--- src/rtl/assert_macros.svh ---
// Assertion macros of the hash set, included by the core top level.
`ifndef ASSERT_MACROS_SVH
`define ASSERT_MACROS_SVH

// The antecedent implies the consequent in the same cycle.
`define CHS_ASSERT_IMPLY(label, ante, cons, msg) \
  label: assert property (@(posedge clk) disable iff (rst) (ante) |-> (cons)) else $error(msg);

// The antecedent implies the consequent in the next cycle.
`define CHS_ASSERT_NEXT(label, ante, cons, msg) \
  label: assert property (@(posedge clk) disable iff (rst) (ante) |=> (cons)) else $error(msg);

`endif

--- src/rtl/chs_pkg.sv ---
// Package with constants, codes and controller/datapath interface types of the hash set.
package chs_pkg;

  localparam int DEF_MAX_BUCKETS = 1024;
  localparam int DEF_MAX_ENTRIES = 512;
  localparam int VALUE_W = 32;
  localparam int OUT_W = 24;
  localparam int ADDR_W = 3;
  localparam int LIMIT_W = 4;
  localparam int INIT_W = 11;
  localparam int TOTAL_W = 10;
  localparam int BUCKETS_W = 11;

  localparam logic [1:0] OP_INSERT = 2'd0;
  localparam logic [1:0] OP_REMOVE = 2'd1;
  localparam logic [1:0] OP_FIND = 2'd2;
  localparam logic [1:0] OP_FIND_ALT = 2'd3;

  localparam logic REG_LOAD_LIMIT = 1'b0;
  localparam logic REG_INIT_COUNT = 1'b1;

  typedef enum logic [1:0] {
    ST_DONE    = 2'd0,
    ST_PRESENT = 2'd1,
    ST_ABSENT  = 2'd2,
    ST_FULL    = 2'd3
  } status_t;

  typedef enum logic [1:0] {
    DIV_REQ   = 2'd0,
    DIV_ENTRY = 2'd1,
    DIV_PRIME = 2'd2
  } div_src_t;

  typedef enum logic [4:0] {
    S_CLEAR, S_IDLE, S_GTEST, S_PCHK, S_PDIV, S_GH, S_GHW, S_GE, S_GEW,
    S_RSTART, S_RG, S_RGW, S_RV, S_RVW, S_RDIV, S_RH, S_RHW,
    S_BDIV, S_BWAIT, S_LH, S_LHW, S_LCHK, S_LCW, S_HIT, S_MISS,
    S_RM2, S_AL, S_ALW, S_INS, S_RES
  } state_t;

  typedef struct packed {
    logic     clr;
    logic     accept;
    logic     prime_init;
    logic     cand_cap;
    logic     cand_next;
    logic     d_next;
    logic     div_start;
    div_src_t div_src;
    logic     head_sel_wb;
    logic     gath_take;
    logic     gath_push;
    logic     gath_link;
    logic     wb_next;
    logic     set_bt;
    logic     rh_take;
    logic     bkt_load;
    logic     rh_commit;
    logic     look_init;
    logic     look_adv;
    logic     res_set;
    logic     res_hit;
    status_t  res_status;
    logic     rm_unlink;
    logic     rm_free;
    logic     alloc_fresh;
    logic     alloc_slot;
    logic     alloc_link;
    logic     ins;
    logic     out_load;
  } dp_cmd_t;

  typedef struct packed {
    logic cfg_restart;
    logic clr_last;
    logic is_insert;
    logic is_remove;
    logic grow_need;
    logic cand_over;
    logic dd_over;
    logic div_done;
    logic rem_zero;
    logic head_nil;
    logic link_nil;
    logic cur_nil;
    logic wb_last;
    logic gcnt_zero;
    logic k_last;
    logic match;
    logic full;
    logic fresh_alloc;
    logic out_free;
  } dp_status_t;

endpackage

--- src/rtl/chs_ctrl.sv ---
// Controller state machine that sequences lookups, updates and table growth.
module chs_ctrl (
  input  logic                clk,
  input  logic                rst,
  input  logic                s_tvalid,
  output logic                s_tready,
  input  chs_pkg::dp_status_t sts,
  output chs_pkg::dp_cmd_t    cmd
);
  import chs_pkg::*;

  state_t state;
  state_t state_next;

  always_ff @(posedge clk) begin
    if (rst) begin
      state <= S_CLEAR;
    end else begin
      state <= state_next;
    end
  end

  assign s_tready = (state == S_IDLE);

  always_comb begin
    state_next = state;
    cmd = '0;
    case (state)
      S_CLEAR: begin
        cmd.clr = 1'b1;
        if (sts.clr_last) state_next = S_IDLE;
      end
      S_IDLE: begin
        if (sts.cfg_restart) begin
          state_next = S_CLEAR;
        end else if (s_tvalid) begin
          cmd.accept = 1'b1;
          state_next = S_GTEST;
        end
      end
      S_GTEST: begin
        if (sts.is_insert && sts.grow_need) begin
          cmd.prime_init = 1'b1;
          state_next = S_PCHK;
        end else begin
          state_next = S_BDIV;
        end
      end
      S_PCHK: begin
        if (sts.cand_over) begin
          cmd.cand_cap = 1'b1;
          state_next = S_GH;
        end else if (sts.dd_over) begin
          state_next = S_GH;
        end else begin
          cmd.div_start = 1'b1;
          cmd.div_src = DIV_PRIME;
          state_next = S_PDIV;
        end
      end
      S_PDIV: begin
        if (sts.div_done) begin
          if (sts.rem_zero) cmd.cand_next = 1'b1;
          else cmd.d_next = 1'b1;
          state_next = S_PCHK;
        end
      end
      S_GH: begin
        cmd.head_sel_wb = 1'b1;
        state_next = S_GHW;
      end
      S_GHW: begin
        cmd.head_sel_wb = 1'b1;
        cmd.gath_take = 1'b1;
        if (!sts.head_nil) begin
          state_next = S_GE;
        end else if (sts.wb_last) begin
          state_next = S_RSTART;
        end else begin
          cmd.wb_next = 1'b1;
          state_next = S_GH;
        end
      end
      S_GE: begin
        cmd.gath_push = 1'b1;
        state_next = S_GEW;
      end
      S_GEW: begin
        cmd.gath_link = 1'b1;
        if (!sts.link_nil) begin
          state_next = S_GE;
        end else if (sts.wb_last) begin
          state_next = S_RSTART;
        end else begin
          cmd.wb_next = 1'b1;
          state_next = S_GH;
        end
      end
      S_RSTART: begin
        cmd.set_bt = 1'b1;
        state_next = sts.gcnt_zero ? S_BDIV : S_RG;
      end
      S_RG: state_next = S_RGW;
      S_RGW: begin
        cmd.rh_take = 1'b1;
        state_next = S_RV;
      end
      S_RV: state_next = S_RVW;
      S_RVW: begin
        cmd.div_start = 1'b1;
        cmd.div_src = DIV_ENTRY;
        state_next = S_RDIV;
      end
      S_RDIV: begin
        if (sts.div_done) begin
          cmd.bkt_load = 1'b1;
          state_next = S_RH;
        end
      end
      S_RH: state_next = S_RHW;
      S_RHW: begin
        cmd.rh_commit = 1'b1;
        state_next = sts.k_last ? S_BDIV : S_RG;
      end
      S_BDIV: begin
        cmd.div_start = 1'b1;
        cmd.div_src = DIV_REQ;
        state_next = S_BWAIT;
      end
      S_BWAIT: begin
        if (sts.div_done) begin
          cmd.bkt_load = 1'b1;
          state_next = S_LH;
        end
      end
      S_LH: state_next = S_LHW;
      S_LHW: begin
        cmd.look_init = 1'b1;
        state_next = S_LCHK;
      end
      S_LCHK: state_next = sts.cur_nil ? S_MISS : S_LCW;
      S_LCW: begin
        if (sts.match) begin
          state_next = S_HIT;
        end else begin
          cmd.look_adv = 1'b1;
          state_next = S_LCHK;
        end
      end
      S_HIT: begin
        cmd.res_set = 1'b1;
        cmd.res_hit = 1'b1;
        if (sts.is_insert) begin
          cmd.res_status = ST_PRESENT;
          state_next = S_RES;
        end else if (sts.is_remove) begin
          cmd.res_status = ST_DONE;
          cmd.rm_unlink = 1'b1;
          state_next = S_RM2;
        end else begin
          cmd.res_status = ST_DONE;
          state_next = S_RES;
        end
      end
      S_RM2: begin
        cmd.rm_free = 1'b1;
        state_next = S_RES;
      end
      S_MISS: begin
        cmd.res_set = 1'b1;
        if (!sts.is_insert) begin
          cmd.res_status = ST_ABSENT;
          state_next = S_RES;
        end else if (sts.full) begin
          cmd.res_status = ST_FULL;
          state_next = S_RES;
        end else if (sts.fresh_alloc) begin
          cmd.res_status = ST_DONE;
          cmd.alloc_fresh = 1'b1;
          state_next = S_INS;
        end else begin
          cmd.res_status = ST_DONE;
          cmd.alloc_slot = 1'b1;
          state_next = S_AL;
        end
      end
      S_AL: state_next = S_ALW;
      S_ALW: begin
        cmd.alloc_link = 1'b1;
        state_next = S_INS;
      end
      S_INS: begin
        cmd.ins = 1'b1;
        state_next = S_RES;
      end
      S_RES: begin
        if (sts.out_free) begin
          cmd.out_load = 1'b1;
          state_next = S_IDLE;
        end
      end
      default: state_next = S_CLEAR;
    endcase
  end

endmodule

--- config.mk ---
export PLATFORM = sky130hd
export DESIGN_NAME = chs_ctrl
export DESIGN_NICKNAME = d
export VERILOG_FILES = /design/src/rtl/assert_macros.svh /design/src/rtl/chs_pkg.sv /design/src/rtl/chs_ctrl.sv
export SDC_FILE = /design/constraint.sdc
export NUM_CORES = 1
export LEC_CHECK = 0
export ABC_AREA = 1
export BUFFER_PORTS_ARGS = -buffer_cell sky130_fd_sc_hd__buf_2
export CAP_MARGIN = 20
export CELL_PAD_IN_SITES_DETAIL_PLACEMENT = 0
export CELL_PAD_IN_SITES_GLOBAL_PLACEMENT = 1
export CORE_MARGIN = 3
export CORE_UTILIZATION = 30
export CTS_CLUSTER_DIAMETER = 40
export CTS_CLUSTER_SIZE = 12
export DETAILED_ROUTE_END_ITERATION = 7
export GPL_TIMING_DRIVEN = 0
export MAX_ROUTING_LAYER = met4
export PLACE_DENSITY = 0.83
export SYNTH_ARGS = -nofsm -noshare
export SYNTH_HDL_FRONTEND = slang
export SYNTH_SLANG_ARGS = --single-unit
--- constraint.sdc ---
create_clock -name clk -period 2.77 [get_ports clk]
set_clock_uncertainty 0.05 [all_clocks]
set_input_delay 0.277 -clock clk [delete_from_list [all_inputs] [get_ports clk]]
set_output_delay 0.277 -clock clk [all_outputs]
set_load 0.02 [all_outputs]
==> flow_summary.ini <==
[global_routing]
number_of_global_route_vias_before_repair = 1437
first_pass_grt_wire_length_mm = 6.55
grt_util_all_layers_pct = 19.6
grt_start_max_net_pins = 11
grt_antenna_before_repair = 0
globalRoute.totalOverflow = 0

[run_status]
run_status = finished, final reports clean

[pwr]
power_density_nw_per_um2 = 341
power_leakage_nw = 0.952
ir_drop_mv = 0.119

[sta]
worst_pin_slew_ps = 445
grt_setup_unrepaired = no
setup_violations = 0
totalNegativeSetupSlack_ps = 0
achievable-frequency_mhz = 466
period_minus_slack_ps = 2140
post-route-period-util_pct = 77.4
timing_max_transition_violations_final = 0
timing.max_slew.rel_slack_pct = 70.3
hold_vio_cnt_final = 0

[yosys]
compound_gate_portion_of_the_synthesized_area_pct = 7.97
post_synth_most_frequent_cells = sky130_fd_sc_hd__nand2_1 (71), sky130_fd_sc_hd__nor2_1 (42), sky130_fd_sc_hd__inv_1 (33)
seq_area_frac_synth_pct = 9.11
mux_contribution_to_synthesized_area_pct = 0
synth_area_per_cell_um2 = 4.76
largest_family_of_logic_cells_by_synthesized_area = simple AND/OR/NAND/NOR gates
synth_top_cell_area_share_pct = 24.3
synth_flop_cell = sky130_fd_sc_hd__dfxtp_1
syn_inst = 231
most_common_cell_in_the_netlist = sky130_fd_sc_hd__nand2_1
ff_latch_count_synth = 5
synthArstFlopShare_pct = 0
postSynthNetCount = 253
synthesis.yosys.warnings = 0
synth-edff-count = 0
yosysTopAreaCell = sky130_fd_sc_hd__nand2_1
yosysUniqueCellTypes = 20
synth_area_um2 = 1100
yosys.area_share.xor_xnor_pct = 0
fraction_of_the_mapped_netlist_area_in_simple_logic_gates_pct = 68.8
synth_fa_ha_area_share_pct = 0
netlist_top_cells_area = sky130_fd_sc_hd__nand2_1 (24%), sky130_fd_sc_hd__nor2_1 (14%), sky130_fd_sc_hd__nand3_1 (12%)

[clock_tree]
cts_tree = yes
cts_root_buffer = sky130_fd_sc_hd__clkbuf_8
cts.clk_slew.worst_paths_ps = 40
cts_resized = 0
cts-buffers-inserted = 3
h_tree_depth_reported_by_cts = 1
insertion_delay_ps = 220
cts_num_sinks = 5
clock_path_buffers = 2
holdBufCountCts = 0
cts.repair_timing.setup_buffer_count = 0

[layout]
register_area_um2 = 100
final_nets = 311
reg.largest.list = state (5)
post-route-cell-area_um2 = 1470
antenna-diode-count = 0
final_layout_size_suffix_gt1_share_pct = 26.4
fillers = 420
number_of_flip_flops_under_the_largest_register_name = 5
register_with_the_most_flip_flops = state
total_area_of_multi_input_combinational_cells_um2 = 843
synthToLayoutAreaGrowth_pct = 33.5

[route]
final_antenna_net_count = 0
detail_route.wl_per_cell_um = 12.2
vias_per_cell = 4.88
dr.first_iter.drc_count = 126
drt_wl_total_mm = 4.08
drcViolationCount = 0
wl_met2_mm = 1.78
met3_wirelength_um = 357
m1WireLength_mm = 1.87
routed.top_layer = met4
detailroute.via_count = 1630
detail_route.first_pass.iterations = 4

[critical_path]
cp_data_arrival_time_ps = 1820
worst_setup_path_end_kind = primary output
worstSetupPathType = reg -> out
crit_required_ps = 2440
critical_path.top_delay_family = buffers and inverters
cp_num_buf_inv = 3
timing.critical_path.cells = inv_1, clkbuf_1, nand3_1, nor2_1, nor2_1, nand2_1, buf_2
crit_slowest_cell = sky130_fd_sc_hd__clkbuf_1
worst_path_largest_cell_delay_ps = 390
timing.critical_path.fanout_max = 10
cpMostUsedCell = sky130_fd_sc_hd__nor2_1
start_kind = register

[floorplan]
core_area_um2 = 3440
chipWidth_um = 66.5
die_span_in_y_um = 66.5
placement_rows = 21
fp.dieArea_um2 = 4420
num_io_pins = 54
initial_standard_cell_utilization_of_the_core_pct = 31.9

[hold_path]
min_path_type = in -> reg

[placed_design]
portBuffers = 53
dp_hpwl_mm = 3.38
instance_area_at_placement_um2 = 1420
globalplace.congestion = 0.939

[run]
cap_violations = 0
## metal layers
metal | track usage (%) | vias to the layer above
li1 | - | 848
met1 | 27.3 | 701
met2 | 30.0 | 72
met3 | 2.53 | 9
met4 | 5.08 | 0
met5 | - | -
## logic make-up after synthesis
group / count (synthesis)
buffers and inverters: 40
AO/OA/AOI/OAI: 17
flip-flops: 5
AND/OR/NAND/NOR: 169
## per-stage QoR
| step | hold slack, ps | instances | setup WS, ps | total power, mW | utilization (%) |
|---|---|---|---|---|---|
| 5_1_grt | 228 | 334 | 450 | 0.536 | 42.6 |
| 3_3_place_gp | 458 | 330 | 824 | 0.362 | 41.3 |
| 4_1_cts | 224 | 334 | 641 | 0.502 | 42.6 |
| 3_5_place_dp | 457 | 330 | 892 | 0.361 | 41.3 |
| 2_1_floorplan | 296 | 231 | 770 | 0.273 | - |
| 6_report | 227 | 334 | 625 | 0.500 | 42.6 |
## cell usage in the layout, fill, tap and decap left out
master / count
sky130_fd_sc_hd__nand4_1: 9
sky130_fd_sc_hd__nor2_1: 42
sky130_fd_sc_hd__nand3_2: 3
sky130_fd_sc_hd__or2_2: 1
sky130_fd_sc_hd__nor2_2: 7
sky130_fd_sc_hd__inv_1: 33
sky130_fd_sc_hd__nor2b_1: 1
sky130_fd_sc_hd__o21ai_0: 5
sky130_fd_sc_hd__nand3_1: 27
sky130_fd_sc_hd__nor3_1: 5
sky130_fd_sc_hd__buf_2: 57
sky130_fd_sc_hd__a21oi_1: 9
sky130_fd_sc_hd__nand2_2: 1
sky130_fd_sc_hd__clkbuf_1: 2
sky130_fd_sc_hd__nor2_4: 2
sky130_fd_sc_hd__dfxtp_1: 5
sky130_fd_sc_hd__o21ai_1: 2
sky130_fd_sc_hd__clkbuf_8: 3
sky130_fd_sc_hd__a211oi_1: 1
sky130_fd_sc_hd__nand2_1: 71
sky130_fd_sc_hd__inv_2: 2
## worst paths after layout
check                  end  slack (ps)  cells after the start     start
setup reg to reg  state[0]         960                      8  state[4]
setup / recovery   cmd[24]         630                      7  state[4]
hold reg to reg   state[3]         520                      2  state[3]
hold / removal    state[2]         230                      2       rst
## area by class of cell
type | count | area share, %
Clock buffer | 4 | 3.07
Inverter | 35 | 8.96
Tap cell | 46 | 3.92
Buffer | 5 | 1.62
Timing Repair Buffer | 53 | 18.1
Sequential cell | 5 | 6.83
Multi-Input combinational cell | 186 | 57.5
## where the power goes
group          switching, mW  total, mW  internal (mW)
clock network         0.0386      0.138         0.0990
registers             0.0142     0.0955         0.0813
logic                  0.186      0.266         0.0805
(Power assumes the default switching activity.)
